==> src/hdl/mtf_pkg.sv <==
// Shared widths, record types, state codes and helpers of the multitaper F-test core.
package mtf_pkg;

  localparam int MAX_TAPERS = 6;
  localparam int MAX_BINS   = 65536;
  localparam int COEF_WIDTH = 24;

  localparam int WEIGHT_W   = 18;
  localparam int TAPER_W    = 3;
  localparam int BIN_W      = 16;
  localparam int BINCNT_W   = 17;
  localparam int PROD_W     = COEF_WIDTH + WEIGHT_W;
  localparam int SQ_W       = 2 * COEF_WIDTH;
  localparam int PROJ_W     = 45;
  localparam int ENERGY_W   = 52;
  localparam int OP_W       = 52;
  localparam int CHUNK_W    = OP_W / 2;
  localparam int ACC_W      = 88;
  localparam int S_W        = 37;
  localparam int KM1_W      = 3;
  localparam int PK_W       = ACC_W + KM1_W;
  localparam int FRAC_W     = 16;
  localparam int F_W        = 32;
  localparam int NUM_W      = PK_W + FRAC_W;
  localparam int REM_W      = ACC_W + 1;

  localparam int Q_DEPTH_DEF     = 2;
  localparam int CFG_IDX_W       = 4;
  localparam int CFG_DATA_W      = 18;
  localparam int TAPER_COUNT_RST = 5;
  localparam int BIN_COUNT_RST   = 1024;

  localparam logic [CFG_IDX_W-1:0] REG_TAPER_COUNT = CFG_IDX_W'(0);
  localparam logic [CFG_IDX_W-1:0] REG_BIN_COUNT   = CFG_IDX_W'(1);
  localparam logic [CFG_IDX_W-1:0] REG_WEIGHT_0    = CFG_IDX_W'(2);

  typedef logic [MAX_TAPERS-1:0][WEIGHT_W-1:0] weight_bank_t;

  // one finished bin handed from the front to the back
  typedef struct packed {
    logic signed [PROJ_W-1:0] proj_real;
    logic signed [PROJ_W-1:0] proj_imag;
    logic [ENERGY_W-1:0]      energy;
    logic [TAPER_W-1:0]       taper_count;
    logic [BIN_W-1:0]         bin;
  } bin_rec_t;

  typedef enum logic [2:0] {
    ST_IDLE,
    ST_SUMW,
    ST_MUL,
    ST_DRAIN,
    ST_PREP,
    ST_CHECK,
    ST_DIV,
    ST_DONE
  } back_state_t;

  typedef enum logic [1:0] {
    DST_NONE,
    DST_S,
    DST_P2,
    DST_SE
  } acc_dst_t;

  function automatic logic [TAPER_W-1:0] clamp_taper_count(input logic [TAPER_W-1:0] k);
    logic [TAPER_W-1:0] r;
    if (k < TAPER_W'(2)) r = TAPER_W'(2);
    else if (k > TAPER_W'(MAX_TAPERS)) r = TAPER_W'(MAX_TAPERS);
    else r = k;
    return r;
  endfunction

  function automatic logic signed [WEIGHT_W-1:0] weight_at(input weight_bank_t bank,
                                                          input logic [TAPER_W-1:0] idx);
    logic signed [WEIGHT_W-1:0] r;
    if (idx >= TAPER_W'(MAX_TAPERS)) r = $signed(bank[MAX_TAPERS-1]);
    else r = $signed(bank[idx]);
    return r;
  endfunction

endpackage

==> src/hdl/mtf_back.sv <==
// Back end: per-bin sequencer with a shared chunk multiplier and a radix-2 divider.
module mtf_back (
  input  logic                                        clk,
  input  logic                                        rst_n,
  input  logic                                        q_valid,
  output logic                                        q_ready,
  input  mtf_pkg::bin_rec_t                           q_rec,
  input  mtf_pkg::weight_bank_t                       weights,
  output logic                                        out_tvalid,
  input  logic                                        out_tready,
  output logic [mtf_pkg::F_W+mtf_pkg::BIN_W-1:0]      out_tdata,
  output logic                                        out_tuser
);
  import mtf_pkg::*;

  localparam logic [3:0] LAST_STEP = 4'(3 * 4 - 1);

  back_state_t st_r, st_nxt;

  logic [TAPER_W-1:0] j_r, j_nxt;
  logic [3:0]         step_r, step_nxt;
  logic [4:0]         cnt_r, cnt_nxt;

  // bin operands
  logic [OP_W-1:0]    pr_mag_r, pi_mag_r, e_r;
  logic [TAPER_W-1:0] k_r;
  logic [BIN_W-1:0]   bin_r;

  // shared multiplier
  logic [CHUNK_W-1:0]   mul_a, mul_b;
  acc_dst_t             iss_dst, add_dst_r;
  logic [1:0]           iss_shift, add_shift_r;
  logic [2*CHUNK_W-1:0] prod_r;
  logic [ACC_W-1:0]     prod_sh;

  logic [S_W-1:0]   s_r;
  logic [ACC_W-1:0] p2_r, se_r, den_r;
  logic             flag_r;

  // division
  logic [REM_W-1:0] rem_r, den_ext, trial;
  logic [F_W-1:0]   low_r, q_r;
  logic             qbit, sat;
  logic [KM1_W-1:0] kx;
  logic [PK_W-1:0]  pk;
  logic [NUM_W-1:0] num;

  logic [OP_W-1:0]            opa, opb;
  logic signed [WEIGHT_W-1:0] wsel;
  logic [WEIGHT_W-1:0]        wabs;

  logic             load_out;
  logic             out_valid_r, out_flag_r;
  logic [F_W-1:0]   out_f_r;
  logic [BIN_W-1:0] out_bin_r;

  function automatic logic [OP_W-1:0] proj_mag(input logic signed [PROJ_W-1:0] v);
    logic [PROJ_W-1:0] u;
    u = v[PROJ_W-1] ? PROJ_W'(-v) : PROJ_W'(v);
    return OP_W'(u);
  endfunction

  assign wsel = weight_at(weights, j_r);
  assign wabs = wsel[WEIGHT_W-1] ? WEIGHT_W'(-wsel) : WEIGHT_W'(wsel);

  always_comb begin
    if (step_r[3:2] == 2'd0) begin
      opa = pr_mag_r;
      opb = pr_mag_r;
    end else if (step_r[3:2] == 2'd1) begin
      opa = pi_mag_r;
      opb = pi_mag_r;
    end else begin
      opa = e_r;
      opb = OP_W'(s_r);
    end
  end

  assign den_ext = REM_W'(den_r);
  assign sat     = flag_r | (rem_r >= den_ext);
  assign trial   = {rem_r[REM_W-2:0], low_r[F_W-1]};
  assign qbit    = trial >= den_ext;

  // |P|^2 * (K-1) by shift and add, K-1 at most five
  assign kx  = KM1_W'(k_r - TAPER_W'(1));
  assign pk  = (kx[0] ? PK_W'(p2_r) : '0) + (kx[1] ? PK_W'({p2_r, 1'b0}) : '0)
             + (kx[2] ? PK_W'({p2_r, 2'b00}) : '0);
  assign num = {pk, FRAC_W'(0)};

  always_comb begin
    st_nxt    = st_r;
    j_nxt     = j_r;
    step_nxt  = step_r;
    cnt_nxt   = cnt_r;
    q_ready   = 1'b0;
    mul_a     = '0;
    mul_b     = '0;
    iss_dst   = DST_NONE;
    iss_shift = 2'd0;
    load_out  = 1'b0;
    unique case (st_r)
      ST_IDLE: begin
        q_ready = 1'b1;
        if (q_valid) begin
          j_nxt  = '0;
          st_nxt = ST_SUMW;
        end
      end
      ST_SUMW: begin
        mul_a   = CHUNK_W'(wabs);
        mul_b   = CHUNK_W'(wabs);
        iss_dst = DST_S;
        j_nxt   = j_r + TAPER_W'(1);
        if (j_r == k_r - TAPER_W'(1)) begin
          step_nxt = '0;
          st_nxt   = ST_MUL;
        end
      end
      ST_MUL: begin
        mul_a     = step_r[1] ? opa[OP_W-1:CHUNK_W] : opa[CHUNK_W-1:0];
        mul_b     = step_r[0] ? opb[OP_W-1:CHUNK_W] : opb[CHUNK_W-1:0];
        iss_dst   = step_r[3] ? DST_SE : DST_P2;
        iss_shift = 2'(step_r[1]) + 2'(step_r[0]);
        step_nxt  = step_r + 4'd1;
        if (step_r == LAST_STEP) st_nxt = ST_DRAIN;
      end
      ST_DRAIN: st_nxt = ST_PREP;
      ST_PREP:  st_nxt = ST_CHECK;
      ST_CHECK: begin
        cnt_nxt = '0;
        st_nxt  = sat ? ST_DONE : ST_DIV;
      end
      ST_DIV: begin
        cnt_nxt = cnt_r + 5'd1;
        if (cnt_r == 5'(F_W - 1)) st_nxt = ST_DONE;
      end
      ST_DONE: begin
        if (!out_valid_r || out_tready) begin
          load_out = 1'b1;
          st_nxt   = ST_IDLE;
        end
      end
      default: st_nxt = ST_IDLE;
    endcase
  end

  always_ff @(posedge clk) begin
    if (!rst_n) begin
      st_r        <= ST_IDLE;
      j_r         <= '0;
      step_r      <= '0;
      cnt_r       <= '0;
      add_dst_r   <= DST_NONE;
      out_valid_r <= 1'b0;
    end else begin
      st_r      <= st_nxt;
      j_r       <= j_nxt;
      step_r    <= step_nxt;
      cnt_r     <= cnt_nxt;
      add_dst_r <= iss_dst;
      if (load_out) out_valid_r <= 1'b1;
      else if (out_tready) out_valid_r <= 1'b0;
    end
  end

  always_comb begin
    unique case (add_shift_r)
      2'd1:    prod_sh = ACC_W'({prod_r, CHUNK_W'(0)});
      2'd2:    prod_sh = ACC_W'({prod_r, (2*CHUNK_W)'(0)});
      default: prod_sh = ACC_W'(prod_r);
    endcase
  end

  always_ff @(posedge clk) begin
    prod_r      <= mul_a * mul_b;
    add_shift_r <= iss_shift;

    if (st_r == ST_IDLE && q_valid) begin
      pr_mag_r <= proj_mag(q_rec.proj_real);
      pi_mag_r <= proj_mag(q_rec.proj_imag);
      e_r      <= OP_W'(q_rec.energy);
      k_r      <= q_rec.taper_count;
      bin_r    <= q_rec.bin;
      s_r      <= '0;
      p2_r     <= '0;
      se_r     <= '0;
    end else begin
      unique case (add_dst_r)
        DST_S:   s_r  <= s_r + S_W'(prod_r);
        DST_P2:  p2_r <= p2_r + prod_sh;
        DST_SE:  se_r <= se_r + prod_sh;
        default: ;
      endcase
    end

    if (st_r == ST_PREP) begin
      flag_r <= p2_r >= se_r;
      den_r  <= se_r - p2_r;
      rem_r  <= REM_W'(num[NUM_W-1:F_W]);
      low_r  <= num[F_W-1:0];
    end

    if (st_r == ST_CHECK && sat) q_r <= '1;

    if (st_r == ST_DIV) begin
      rem_r <= qbit ? trial - den_ext : trial;
      low_r <= {low_r[F_W-2:0], 1'b0};
      q_r   <= {q_r[F_W-2:0], qbit};
    end

    if (load_out) begin
      out_f_r    <= q_r;
      out_bin_r  <= bin_r;
      out_flag_r <= flag_r;
    end
  end

  assign out_tvalid = out_valid_r;
  assign out_tdata  = {out_bin_r, out_f_r};
  assign out_tuser  = out_flag_r;

  a_flag_saturates: assert property (@(posedge clk) disable iff (!rst_n)
    (out_valid_r && out_flag_r) |-> out_f_r == '1)
    else $error("residual flag without saturated F");

  a_rem_below_den: assert property (@(posedge clk) disable iff (!rst_n)
    (st_r == ST_DIV) |-> rem_r < den_ext)
    else $error("partial remainder not below divisor");

  a_div_not_flagged: assert property (@(posedge clk) disable iff (!rst_n)
    (st_r == ST_DIV) |-> !flag_r)
    else $error("division started on a non-positive denominator");

endmodule

==> config.mk <==
export PLATFORM = sky130hd
export DESIGN_NAME = mtf_back
export DESIGN_NICKNAME = d
export VERILOG_FILES = /design/src/hdl/mtf_pkg.sv /design/src/hdl/mtf_back.sv
export SDC_FILE = /design/constraint.sdc
export NUM_CORES = 2
export LEC_CHECK = 0
export BUFFER_PORTS_ARGS = -buffer_cell sky130_fd_sc_hd__buf_4
export CAP_MARGIN = 10
export CORE_ASPECT_RATIO = 1.4
export CORE_MARGIN = 2
export CORE_UTILIZATION = 60
export CTS_CLUSTER_SIZE = 25
export DETAILED_ROUTE_END_ITERATION = 16
export PLACE_DENSITY = 0.78
export SKIP_CTS_REPAIR_TIMING = 1
export SLEW_MARGIN = 20
export SYNTH_ARGS = -nofsm -noshare
export SYNTH_HDL_FRONTEND = slang
export SYNTH_SLANG_ARGS = --single-unit
==> constraint.sdc <==
create_clock -name clk -period 13 [get_ports clk]
set_input_delay 1.3 -clock clk [delete_from_list [all_inputs] [get_ports clk]]
set_output_delay 1.3 -clock clk [all_outputs]
set_load 0.005 [all_outputs]
==> flow_metrics.tcl <==
set metrics [dict create \
    max_freq_mhz 83.7 \
    fillCellCount 12118 \
    cts_max_path_buffers 3 \
    max_stage_delay_ns 0.75 \
    core.rowCount 164 \
    synth_compound_gate_area_share_pct 18.9 \
    grt_start_max_net_pins 169 \
    first_global_vias 80108 \
    post_synth_inst_count 10546 \
    gr-usage-met3_pct 7.66 \
    postPlaceCellArea_um2 89900 \
    detailedRoute.firstIterationViolations 7190 \
    timing.critical_path.required_ns 13.57 \
    die-width_um 324 \
    use_met1_pct 46.0 \
    worst_r2r_startpoint "j_r[1]$_SDFFE_PN0P_" \
    syn_avg_cell_area_um2 8.15 \
    layout_setup_ws_ns 1.06 \
    outcome "finished, final reports clean" \
    final.setup.tns_ns 0 \
    viasPerCell 6.31 \
    timing.final.crit_share_pct 91.9 \
    postSynthNetCount 12251 \
    number_of_placed_instances_with_taps_included 12372 \
    critPathLaunchType "register" \
    syn-cell-area_um2 86000 \
    rrSetupSlack_ns 1.06 \
    timing.critical_path.from "j_r[1]$_SDFFE_PN0P_" \
    power.ir.vdd_worst_mv 0.133 \
    rsz0062_at_grt "no" \
    cts.sink_count 721 \
    finalHoldViolations 0 \
    number_of_remaining_drc_errors 0 \
    worst_skew_pair.late_latency_ns 0.75 \
    initial_antenna_violation_count 14 \
    slowest_stage "sky130_fd_sc_hd__o22ai_1" \
    post_drt_antenna_nets 0 \
    final_max_slew_viol_count 0 \
    global_route.peak_usage_layer "met2" \
    max-slew-margin-rel_pct 17.3 \
    layout-drive-gt1-share_pct 7.01 \
    synth_fa_ha_area_share_pct 26.7 \
    layout.cells.non_filler 12529 \
    synth_top_family_by_area "adder cells" \
    design.portCount 324 \
    timing.clock.skew_ns 0.0776 \
    nNetsFinal 12252 \
    die_h_um 452 \
    ys.flop_type "sky130_fd_sc_hd__edfxtp_1" \
    die-area_um2 146000 \
    worst_pin_slew_ns 1.23 \
    global_route_overflow 0 \
    power_density_nw_per_um2 161 \
    clk_pin_slew_worst_paths_ns 0.07 \
    layout-area-overhead-vs-synth_pct 8.03 \
    clock_tree_from_tritoncts "built" \
    final_util_pct 65.2 \
    grt_pass1_wl_um 465000 \
    synthXorXnorAreaFrac_pct 5.90 \
    pre_cts_slack_ns 1.29 \
    htreeDepth 3 \
    crit_path_end "prod_r[51]$_DFF_P_" \
    number_of_enable_flip_flop_cells_after_synthesis 436 \
    globalRouteTotalUtil_pct 41.9 \
    timing.critical_path.fanout_max 16 \
    min_path_type "register to register" \
    vias 79074 \
    hold-worst-slack_ns 0.413 \
    setup_viol_count_final 0 \
    worst_r2r_endpoint "prod_r[51]$_DFF_P_" \
    place.detailed.hpwl_um 246000 \
    start_util_pct 60.4 \
    worst_setup_end_kind "register" \
    total_chip_power_mw 15.0 \
    post_synth_mux_area_share_pct 1.42 \
    finalWeightedCongestion 1.03 \
    placeable_core_area_um2 142000 \
    drt_pre_antenna_iters 8 \
    crit_type "register to register" \
    wl_per_cell_um 24.7 \
    met2_demand_to_capacity_share_in_global_routing_pct 69.3 \
    worstPathArrival_ns 12.51 \
    synth-warning-count 0 \
    synth_cell_type_count 85 \
    cp_most_frequent_cell "sky130_fd_sc_hd__fa_1" \
    final_critical_period_ns 11.94 \
    io_buffer_count 323 \
    postSynthRegisterBits 721 \
    worst-r2r-cell-count 36 \
    seq_area_frac_synth_pct 21.9 \
    maxCapViolCount 0 \
    synth-simple-area-share_pct 17.5 \
    numCtsBuffers 78 \
    fin_area_um2 92900 \
    cts-root-buf "sky130_fd_sc_hd__clkbuf_16" \
    async_reset_ff_share_pct 0 \
    leakagePower_nw 42.0 \
    postRouteWirelength_um 309000 \
]
cell usage after synthesis, drive strengths merged (21+ instances only):
cell type	count	share of area [%]
a211oi	81	0.71
a21boi	36	0.31
a21o	332	2.9
a21oi	855	5.0
a22oi	63	0.55
a31o	21	0.21
a31oi	87	0.63
and2	91	0.66
and3	67	0.49
and4	26	0.26
buf	36	0.16
clkbuf	502	2.2
dfxtp	285	6.6
edfxtp	436	15
fa	666	16
ha	766	11
inv	1242	5.4
mux2i	66	0.77
nand2	1403	6.1
nand2b	204	1.5
nand3	136	0.79
nand4	186	1.4
nor2	818	3.6
nor2b	65	0.47
nor3	109	0.63
nor4	25	0.18
o211ai	74	0.65
o21a	66	0.58
o21ai	629	3.7
o21bai	107	0.93
o22ai	27	0.20
o31ai	67	0.60
or2	49	0.36
or3	61	0.47
or4	34	0.32
xnor2	396	4.0
xor2	183	1.9
critical path: cells and delay by family, from the launching register on:
kind            cells  cell delay [ns]
fa+ha+maj           9             4.14
compound gates     12             4.10
simple gates        8             2.02
buf+inv             5             0.85
flops               1             0.33
xor+xnor            2             0.32
where the power goes:
part | total (mW) | switching, mW | internal (mW)
Combinational | 8.97 | 5.84 | 3.13
Clock | 2.55 | 1.09 | 1.46
Sequential | 3.46 | 0.375 | 3.08
Total | 15.0 | 7.30 | 7.67
sequential cells by signal (all words and copies together) (netlist names), 5 cells and up:
signal and count:
bin_r 16, cnt_r 5, den_r 88, e_r 52
low_r 16, out_bin_r 16, out_f_r 32, p2_r 88
pi_mag_r 45, pr_mag_r 45, prod_r 52, q_r 32
rem_r 89, s_r 37, se_r 88
placed cells by master (no fill, tap or decap), drive strengths merged, types with 183 or more instances in the layout:
| master | instances |
|---|---|
| nand2 | 1403 |
| inv | 1250 |
| a21oi | 855 |
| nor2 | 818 |
| ha | 766 |
| fa | 666 |
| o21ai | 629 |
| buf | 458 |
| edfxtp | 436 |
| xnor2 | 396 |
| a21o | 332 |
| dfxtp | 285 |
| nand2b | 204 |
| nand4 | 186 |
| xor2 | 183 |
cell families after synthesis:
group | Yosys count
AOI/OAI and AO/OA | 2629
xor gates and xnor gates | 579
adders and majority gates | 1432
buffers and inverters | 1781
DFF | 721
muxes | 98
and+or+nand+nor | 3306
worst min path at each step:
stage                                   to  cells after the start  slack (ns)             startpoint
floorplan           out_bin_r[0]$_DFFE_PP_                      0        0.40     bin_r[0]$_DFFE_PP_
global placement    out_bin_r[4]$_DFFE_PP_                      0        0.40     bin_r[4]$_DFFE_PP_
detailed placement  out_bin_r[0]$_DFFE_PP_                      0        0.41     bin_r[0]$_DFFE_PP_
CTS                 out_bin_r[6]$_DFFE_PP_                      0        0.42     bin_r[6]$_DFFE_PP_
global route        out_bin_r[3]$_DFFE_PP_                      0        0.42     bin_r[3]$_DFFE_PP_
finish               out_f_r[24]$_DFFE_PP_                      0        0.41  q_r[24]$_SDFFCE_PN1P_
metal layers:
metal / part of all wire [%] / vias to the layer above
met2: 47 / 3926
li1: - / 35932
met4: 11 / 12
met1: 35 / 37929
met5: 0.031 / -
met3: 7.6 / 1275
area by class of cell:
| class | count | area [um^2] | share of cell area [%] |
|---|---|---|---|
| multi-input cells | 8044 | 60600 | 65.3 |
| flip-flops and latches | 721 | 18800 | 20.2 |
| inverters | 1243 | 4670 | 5.03 |
| repair buffers | 459 | 3470 | 3.73 |
| well taps | 1909 | 2390 | 2.57 |
| clock buffers | 91 | 2030 | 2.19 |
| clock inverters | 54 | 875 | 0.942 |
| diodes | 8 | 20.0 | 0.0216 |
(Power assumes the default switching activity.)
