[config.mk]
export PLATFORM = sky130hd
export DESIGN_NAME = mtf_fifo
export DESIGN_NICKNAME = d
export VERILOG_FILES = /design/src/hdl/mtf_pkg.sv /design/src/hdl/mtf_fifo.sv
export SDC_FILE = /design/constraint.sdc
export NUM_CORES = 1
export LEC_CHECK = 0
export BUFFER_PORTS_ARGS = -buffer_cell sky130_fd_sc_hd__buf_2
export CORE_MARGIN = 1
export CORE_UTILIZATION = 41
export CTS_CLUSTER_DIAMETER = 30
export DETAILED_ROUTE_END_ITERATION = 12
export GPL_TIMING_DRIVEN = 0
export HOLD_SLACK_MARGIN = 0.02
export PLACE_DENSITY_LB_ADDON = 0.12
export SYNTH_ARGS = -nofsm -noshare
export SYNTH_HDL_FRONTEND = slang
export SYNTH_SLANG_ARGS = --single-unit
export TNS_END_PERCENT = 10
[constraint.sdc]
create_clock -name clk -period 9.1 [get_ports clk]
set_input_delay 0.91 -clock clk [delete_from_list [all_inputs] [get_ports clk]]
set_output_delay 0.91 -clock clk [all_outputs]
set_load 0.05 [all_outputs]
[src/hdl/mtf_pkg.sv]
// Shared widths, record types, state codes and helpers of the multitaper F-test core.
package mtf_pkg;

  localparam int MAX_TAPERS = 6;
  localparam int MAX_BINS   = 65536;
  localparam int COEF_WIDTH = 24;

  localparam int WEIGHT_W   = 18;
  localparam int TAPER_W    = 3;
  localparam int BIN_W      = 16;
  localparam int BINCNT_W   = 17;
  localparam int PROD_W     = COEF_WIDTH + WEIGHT_W;
  localparam int SQ_W       = 2 * COEF_WIDTH;
  localparam int PROJ_W     = 45;
  localparam int ENERGY_W   = 52;
  localparam int OP_W       = 52;
  localparam int CHUNK_W    = OP_W / 2;
  localparam int ACC_W      = 88;
  localparam int S_W        = 37;
  localparam int KM1_W      = 3;
  localparam int PK_W       = ACC_W + KM1_W;
  localparam int FRAC_W     = 16;
  localparam int F_W        = 32;
  localparam int NUM_W      = PK_W + FRAC_W;
  localparam int REM_W      = ACC_W + 1;

  localparam int Q_DEPTH_DEF     = 2;
  localparam int CFG_IDX_W       = 4;
  localparam int CFG_DATA_W      = 18;
  localparam int TAPER_COUNT_RST = 5;
  localparam int BIN_COUNT_RST   = 1024;

  localparam logic [CFG_IDX_W-1:0] REG_TAPER_COUNT = CFG_IDX_W'(0);
  localparam logic [CFG_IDX_W-1:0] REG_BIN_COUNT   = CFG_IDX_W'(1);
  localparam logic [CFG_IDX_W-1:0] REG_WEIGHT_0    = CFG_IDX_W'(2);

  typedef logic [MAX_TAPERS-1:0][WEIGHT_W-1:0] weight_bank_t;

  // one finished bin handed from the front to the back
  typedef struct packed {
    logic signed [PROJ_W-1:0] proj_real;
    logic signed [PROJ_W-1:0] proj_imag;
    logic [ENERGY_W-1:0]      energy;
    logic [TAPER_W-1:0]       taper_count;
    logic [BIN_W-1:0]         bin;
  } bin_rec_t;

  typedef enum logic [2:0] {
    ST_IDLE,
    ST_SUMW,
    ST_MUL,
    ST_DRAIN,
    ST_PREP,
    ST_CHECK,
    ST_DIV,
    ST_DONE
  } back_state_t;

  typedef enum logic [1:0] {
    DST_NONE,
    DST_S,
    DST_P2,
    DST_SE
  } acc_dst_t;

  function automatic logic [TAPER_W-1:0] clamp_taper_count(input logic [TAPER_W-1:0] k);
    logic [TAPER_W-1:0] r;
    if (k < TAPER_W'(2)) r = TAPER_W'(2);
    else if (k > TAPER_W'(MAX_TAPERS)) r = TAPER_W'(MAX_TAPERS);
    else r = k;
    return r;
  endfunction

  function automatic logic signed [WEIGHT_W-1:0] weight_at(input weight_bank_t bank,
                                                          input logic [TAPER_W-1:0] idx);
    logic signed [WEIGHT_W-1:0] r;
    if (idx >= TAPER_W'(MAX_TAPERS)) r = $signed(bank[MAX_TAPERS-1]);
    else r = $signed(bank[idx]);
    return r;
  endfunction

endpackage

[src/hdl/mtf_fifo.sv]
// Short queue of finished bin records between the front and the back.
module mtf_fifo #(
  parameter int DEPTH = 2,
  localparam int CNT_W = $clog2(DEPTH + 1),
  localparam int PTR_W = (DEPTH > 1) ? $clog2(DEPTH) : 1
) (
  input  logic              clk,
  input  logic              rst_n,
  input  logic              push,
  input  mtf_pkg::bin_rec_t push_rec,
  output logic              pop_valid,
  input  logic              pop_ready,
  output mtf_pkg::bin_rec_t pop_rec,
  output logic [CNT_W-1:0]  count
);
  import mtf_pkg::*;

  bin_rec_t           mem_r [DEPTH];
  logic [PTR_W-1:0]   wr_ptr_r, wr_ptr_nxt, rd_ptr_r, rd_ptr_nxt;
  logic [CNT_W-1:0]   count_r, count_nxt;
  logic               pop;

  assign pop_valid = count_r != '0;
  assign pop       = pop_valid & pop_ready;
  assign pop_rec   = mem_r[rd_ptr_r];
  assign count     = count_r;

  always_comb begin
    wr_ptr_nxt = wr_ptr_r;
    rd_ptr_nxt = rd_ptr_r;
    if (push) wr_ptr_nxt = (wr_ptr_r == PTR_W'(DEPTH-1)) ? '0 : wr_ptr_r + PTR_W'(1);
    if (pop)  rd_ptr_nxt = (rd_ptr_r == PTR_W'(DEPTH-1)) ? '0 : rd_ptr_r + PTR_W'(1);
    unique case ({push, pop})
      2'b10:   count_nxt = count_r + CNT_W'(1);
      2'b01:   count_nxt = count_r - CNT_W'(1);
      default: count_nxt = count_r;
    endcase
  end

  always_ff @(posedge clk) begin
    if (!rst_n) begin
      wr_ptr_r <= '0;
      rd_ptr_r <= '0;
      count_r  <= '0;
    end else begin
      wr_ptr_r <= wr_ptr_nxt;
      rd_ptr_r <= rd_ptr_nxt;
      count_r  <= count_nxt;
    end
  end

  always_ff @(posedge clk) begin
    if (push) mem_r[wr_ptr_r] <= push_rec;
  end

  a_no_overfill: assert property (@(posedge clk) disable iff (!rst_n)
    count_r <= CNT_W'(DEPTH))
    else $error("queue count above depth");

  a_push_has_room: assert property (@(posedge clk) disable iff (!rst_n)
    push |-> count_r < CNT_W'(DEPTH))
    else $error("record pushed into a full queue");

  a_count_holds: assert property (@(posedge clk) disable iff (!rst_n)
    (!push && !pop) |=> $stable(count_r))
    else $error("queue count moved without push or pop");

endmodule

==> Flow_metrics.wiki, run 1 <==
{| class="wikitable"
! Metric !! Value
|-
| Status || complete, no violations
|-
| Portion of total power attributed to sequential cells || a little under a third
|-
| Critical path fanouts, max || 10
|-
| Distinct cell type count of the synthesized netlist || 17
|-
| Count of synthesis-stage warnings from yosys || 0
|-
| Area of the mapped netlist || about 0.012 mm2
|-
| NetSw || ~1.8 mW
|-
| Inserted Clock Buffers || just under 70
|-
| Antenna viol nets, final || 0
|-
| Gate count of the mapped netlist || between 500 and 600
|-
| Proportion of netlist area held by the largest area contributor || 79.3%
|-
| Effective utilization at floorplan || approximately 42%
|-
| Signed area change from the synthesized netlist to the final layout || 38.1%
|-
| Cell internal power dissipation || 3.89 mW
|-
| Setup Buffers After CTS || 0
|-
| VDD IR-drop max || roughly 0.23 mV
|-
| Number of global-route vias before repair || roughly 7k
|-
| Placed wire-length estimate after detailed placement || 16900 um
|-
| Class of the most critical setup path || flop to output port
|-
| Buffer type at the clock tree root || sky130_fd_sc_hd__clkbuf_16
|-
| Pin count of the biggest net entering global routing || roughly 50
|-
| Site Rows || a little over 60
|-
| Clock transition at the registers of the reported paths || roughly 0.05 ns
|-
| Total Die Area || 0.0304 mm2
|-
| Number of endpoints failing setup at the final stage || 0
|-
| Gr usage total || roughly 16%
|-
| Post-Syn Area per Cell || between 20 and 25 um2
|-
| Clock power share || between 40% and 50%
|-
| Critical path required time || roughly 8 ns
|-
| Number of iterations in the first detailed-routing pass || 4
|-
| Post-route worst hold slack || 0.560 ns
|-
| Non-filler instance count after layout || between 1k and 1.5k
|-
| CP arrival || between 2 and 2.5 ns
|-
| Largest area contributor in the synthesized netlist || sky130_fd_sc_hd__edfxtp_1
|-
| Leading cell type in the layout, fill and taps excluded || sky130_fd_sc_hd__buf_2
|-
| Total of flip-flops plus latches after synthesis || 327
|-
| Net count after synthesis || ~700
|-
| Static power due to leakage || between 6 and 7 nW
|-
| Achievable frequency || roughly 330 MHz
|-
| Highest-count cells in the layout ignoring fill and taps || sky130_fd_sc_hd__buf_2 (336), sky130_fd_sc_hd__edfxtp_1 (322), sky130_fd_sc_hd__mux2_4 (90)
|-
| Sum of routed wire length over all layers || between 20000 and 25000 um
|-
| Fin. Hold Viols || 0
|-
| Skew final || ~0.014 ns
|-
| Final-stage net count || between 1k and 1.5k
|-
| CTS Hold Bufs || 0
|-
| Dpl cells || roughly 1.2k
|-
| Fraction of the yosys area taken by sequential cells || roughly 80%
|-
| Height of the die || between 150 and 200 um
|-
| Gr ovfl total || 0
|-
| Summed negative setup slack over all endpoints || 0 ns
|-
| CTS HTree Levels || 3
|-
| Power per unit of standard cell area || around 340 mW/mm2
|-
| Vias || about 6.4k
|-
| Fraction of final layout cells with drive strength greater than 1 || roughly 64%
|-
| Critical Path Start Type || flop
|-
| Worst Setup End Kind || output port
|-
| Wire length of the first global-routing pass || ~37000 um
|-
| Clock tree from TritonCTS || built
|-
| Worst skew pair latency || 0.53 ns
|-
| Sinks on Clock Net || ~330
|-
| Final-report max-slew violation count || 0
|-
| Per-cell via count in the routed design || ~4.6
|-
| Switching power share of the total || 31.2%
|-
| IO Pins || roughly 330
|-
| Port Buf Inserts || roughly 330
|-
| DP Worst Slack || roughly 6.5 ns
|-
| Die boundary width || about 170 um
|-
| Antenna violations before repair || 4
|-
| RSZ-0062 raised after global routing || no
|-
| Final Util || 58.0%
|-
| Period Utilization, post-route || between 30 and 40%
|-
| Number of instances resized during post-cts repair || 0
|-
| Core ar. || around 0.029 mm2
|-
| Final critical-path setup slack || roughly 6.1 ns
|-
| Hold Crit Class || primary input to flop
|-
| Crit path time final || between 3 and 4 ns
|-
| Number of DRC markers in iteration 0 || 300
|-
| DR WL/cell || 17.7 um
|-
| Maxcap violations || 0
|-
| Final routed DRC violation total || 0
|-
| Tightest slew margin relative to the limit || between 50% and 60%
|-
| Number of buffers on the longest clock path || 3
|-
| Area contributors post-synth || sky130_fd_sc_hd__edfxtp_1 (79%), sky130_fd_sc_hd__mux2_4 (11%), sky130_fd_sc_hd__mux2_2 (6.6%)
|-
| Slew at the pin closest to its max-slew limit || 0.620 ns
|-
| Final weighted congestion of routability-driven global placement || roughly 0.74
|-
| Combinational cell fraction of total power || 25.7%
|}
critical path, stage by stage, from the launching register on:
cell	delay, ns
sky130_fd_sc_hd__dfxtp_1	0.30
sky130_fd_sc_hd__buf_2	0.23
sky130_fd_sc_hd__buf_6	0.25
sky130_fd_sc_hd__buf_6	0.22
sky130_fd_sc_hd__mux2_4	0.32
sky130_fd_sc_hd__buf_2	0.22
cell type report:
class,instances,area (um2)
Antenna cell,1,2.50
Buffer,18,153
Clock buffer,77,1780
Clock inverter,48,533
Fill cell,2245,12200
Inverter,1,3.75
Multi-Input combinational cell,177,2270
Sequential cell,327,9770
Tap cell,384,480
Timing Repair Buffer,337,1840
through the flow:
stage          area, um2  power, mW
5_1_grt            16800       5.85
2_1_floorplan      12200       2.98
3_5_place_dp       14500       3.27
3_3_place_gp       14300       3.26
6_report           16800       5.65
4_1_cts            16800       5.72
flip-flops by register name (all words and copies together) (netlist names), named ones only:
name      cells
wr_ptr_r      1
count         2
rd_ptr_r      1
mem_r       322
synth_stat cells:
master                     instances
sky130_fd_sc_hd__o21ai_0           1
sky130_fd_sc_hd__buf_6            10
sky130_fd_sc_hd__a21boi_1          1
sky130_fd_sc_hd__edfxtp_1        322
sky130_fd_sc_hd__or2_2             1
sky130_fd_sc_hd__and2_1            2
sky130_fd_sc_hd__or3_1             1
sky130_fd_sc_hd__nor2b_1           3
sky130_fd_sc_hd__nor2_1            1
sky130_fd_sc_hd__buf_2             8
sky130_fd_sc_hd__ha_1              1
sky130_fd_sc_hd__o21a_1            2
sky130_fd_sc_hd__dfxtp_1           5
sky130_fd_sc_hd__mux2_2           71
sky130_fd_sc_hd__inv_1             1
sky130_fd_sc_hd__mux2_4           90
sky130_fd_sc_hd__xnor2_1           3
power groups by stage:
stage / Clock, mW / Sequential, mW / Combinational (mW)
after CTS: 2.47 / 1.78 / 1.47
final: 2.42 / 1.78 / 1.45
after global routing: 2.55 / 1.78 / 1.52
after detailed placement: 0 / 1.80 / 1.47
after floorplan: 0 / 1.82 / 1.16
after global placement: 0 / 1.82 / 1.44
per-layer routing:
layer / part of all wire [%] / wire, um / global-route usage [%]
met5: 0.16 / 39 / 0
met4: 1.6 / 381 / 5.01
met3: 10 / 2460 / 7.26
met2: 51 / 12300 / 27.7
met1: 37 / 9080 / 17.8
kinds of logic after synthesis:
family / share of synthesized area [%]
AO/OA/AOI/OAI: 0.226
adder cells (fa/ha/maj): 0.103
flip-flops: 80.1
XOR/XNOR: 0.216
buffers and inverters: 1.28
AND/OR/NAND/NOR: 0.390
multiplexers: 17.6
worst paths after layout:
path / cells past startpoint / slack (ns) / end / from
hold / removal: 1 / 0.56 / mem_r[0][35] / push_rec[35]
hold reg to reg: 2 / 0.59 / count[1] / count[1]
setup / recovery: 5 / 6.10 / pop_rec[115] / flop
setup reg to reg: 3 / 7.22 / mem_r[1][114] / wr_ptr_r
Note: power is estimated with default switching activity, not from simulation.
==> run 2: changes to the inputs <==
clock period = 3.15 ns   (was 9.1 ns; I/O delays follow)
==> run 2 against run 1 <==
Critical path depth is the same. Routed wire length grew 5.0%. First-iteration DRC count shrank 6.3%. Count of clock-buffer cells in the layout shrank 8. Sequential power grew to 2.9 times the previous value. Worst setup slack lost 5.3 ns. Register-to-register slack lost 6.0 ns. Worst hold slack lost 0.38 ns. Critical path type unchanged.
==> Flow_metrics.wiki, run 2 (same netlist as run 1, synthesis figures left out) <==
{| class="wikitable"
! Metric !! Value
|-
| VDD IR-drop max || approximately 0.68 mV
|-
| Slew at the pin closest to its max-slew limit || between 1 and 1.5 ns
|-
| Hold Crit Class || primary input to flop
|-
| Antenna diode instance count || 0
|-
| Static power due to leakage || 7.18 nW
|-
| Placed wire-length estimate after detailed placement || about 17000 um
|-
| Setup Buffers After CTS || 0
|-
| Leading cell type in the layout, fill and taps excluded || sky130_fd_sc_hd__buf_2
|-
| Die boundary width || ~170 um
|-
| Worst skew pair latency || roughly 0.54 ns
|-
| Sinks on Clock Net || approximately 330
|-
| Period Utilization, post-route || between 70% and 80%
|-
| Placement Cell Area || between 0.01 and 0.015 mm2
|-
| Class of the most critical setup path || flop to output port
|-
| Final-stage net count || 1254
|-
| Signed area change from the synthesized netlist to the final layout || 49.9%
|-
| CTS Hold Bufs || 162
|-
| Per-cell via count in the routed design || 4.57
|-
| Crit path time final || 2.34 ns
|-
| Wire length of the first global-routing pass || between 30000 and 40000 um
|-
| Worst path buffer plus inverter count || 4
|-
| Highest-count cells in the layout ignoring fill and taps || sky130_fd_sc_hd__buf_2 (336), sky130_fd_sc_hd__edfxtp_1 (322), sky130_fd_sc_hd__dlygate4sd3_1 (162)
|-
| Slowest stage cell, crit path || sky130_fd_sc_hd__mux2_4
|-
| Switching power share of the total || 31.8%
|-
| Maxcap violations || 0
|-
| Worst path top cell family by delay || buffers and inverters
|-
| CP arrival || 2.03 ns
|-
| Gr ovfl total || 0
|-
| Sum of routed wire length over all layers || about 26000 um
|-
| Max FFs per register || about 320
|-
| Final design instance area without fill || 0.0183 mm2
|-
| Number of buffers on the longest clock path || 3
|-
| Fin. Hold Viols || 0
|-
| Port Buf Inserts || approximately 330
|-
| Number of iterations in the first detailed-routing pass || 4
|-
| DR WL/cell || 16.8 um
|-
| Number of global-route vias before repair || roughly 7.6k
|-
| Final-report max-slew violation count || 0
|-
| Number of endpoints failing setup at the final stage || 0
|-
| Filler cells || approximately 2.1k
|-
| Fraction of final layout cells with drive strength greater than 1 || a little under three fifths
|-
| Buffer type at the clock tree root || sky130_fd_sc_hd__clkbuf_16
|-
| RSZ-0062 raised after global routing || no
|-
| Total Die Area || just over 0.03 mm2
|-
| Final routed DRC violation total || 0
|-
| Combinational cell fraction of total power || 27.2%
|-
| Height of the die || approximately 170 um
|-
| Final Util || approximately 63%
|-
| Gr usage total || 16.9%
|-
| Clock tree from TritonCTS || built
|-
| Tightest slew margin relative to the limit || between 30% and 40%
|-
| Portion of total power attributed to sequential cells || 32.0%
|-
| Clock transition at the registers of the reported paths || 0.04 ns
|-
| Critical Path Start Type || flop
|-
| Number of instances resized during post-cts repair || 0
|-
| Number of DRC markers in iteration 0 || approximately 280
|-
| DP Worst Slack || roughly 0.97 ns
|-
| Critical path fanouts, max || 10
|-
| Effective utilization at floorplan || roughly 42%
|-
| Worst Setup End Kind || output port
|-
| Cell internal power dissipation || 10.9 mW
|-
| Site Rows || between 60 and 70
|-
| Skew final || approximately 0.015 ns
|-
| Register cell area after layout || slightly below 0.01 mm2
|-
| Achievable frequency || 427 MHz
|-
| Status || complete, no violations
|-
| Most flops, register || mem_r
|-
| Antenna viol nets, final || 0
|-
| Final critical-path setup slack || between 0.8 and 0.9 ns
|-
| Clock power share || between 40% and 50%
|-
| Pin count of the biggest net entering global routing || 67
|-
| Core ar. || 0.0290 mm2
|-
| IO Pins || roughly 330
|-
| NetSw || 5.09 mW
|-
| CTS HTree Levels || 3
|-
| Sum of internal, switching and leakage power || 16.0 mW
|-
| Antenna violations before repair || 0
|-
| Critical path required time || 2.83 ns
|-
| Vias || around 7k
|-
| Critical path's largest stage delay || 0.31 ns
|-
| Multi-input logic area || 0.00227 mm2
|-
| Final weighted congestion of routability-driven global placement || 0.758
|-
| Inserted Clock Buffers || 66
|-
| Post-route worst hold slack || between 0.15 and 0.2 ns
|-
| Power per unit of standard cell area || ~880 mW/mm2
|-
| Cells traversed along the worst timing path || buf_2 > buf_6 > buf_6 > mux2_4 > buf_2
|}
run 2: stage by stage:
stage               setup TNS, ns  std cells
floorplan                       0        523
global placement          -303.79       1235
detailed placement              0       1242
CTS                             0       1518
global route                    0       1518
finish                          0       1518
run 2: power groups by stage:
stage	logic (mW)	clock network [mW]	registers, mW
detailed placement	4.23	0	5.21
finish	4.36	6.54	5.14
global placement	4.15	0	5.22
CTS	4.40	6.67	5.14
floorplan	3.35	0	5.24
global route	4.55	6.88	5.15
run 2: path summary, 6_finish.rpt:
path                            slack [ns]     start            to  cells after the start
worst max-delay path                  0.81      flop   pop_rec[92]                      5
worst min-delay path                  0.18      push      wr_ptr_r                      3
worst max register to register        1.19  wr_ptr_r  mem_r[0][99]                      3
worst min register to register        0.55  count[1]      count[1]                      2
run 2: metal layers:
| metal | GRT usage [%] | routed length, um | up-vias |
|---|---|---|---|
| met5 | 0 | 0 | - |
| met4 | 7.09 | 639 | 0 |
| met3 | 6.21 | 2170 | 52 |
| met2 | 28.8 | 12700 | 287 |
| met1 | 19.1 | 10000 | 3345 |
| li1 | - | - | 3247 |
run 2: worst min-delay path, cell delays in order:
cell,delay [ns]
sky130_fd_sc_hd__buf_2,0.13
sky130_fd_sc_hd__nor2b_1,0.11
sky130_fd_sc_hd__o21a_1,0.11
run 2: area by class of cell:
type                            count  area share (%)
Sequential cell                   327            53.5
Tap cell                          384            2.63
Clock inverter                     45            2.60
Buffer                             18           0.836
Clock buffer                       69            9.22
Timing Repair Buffer              497            18.8
Inverter                            1          0.0342
Multi-Input combinational cell    177            12.5
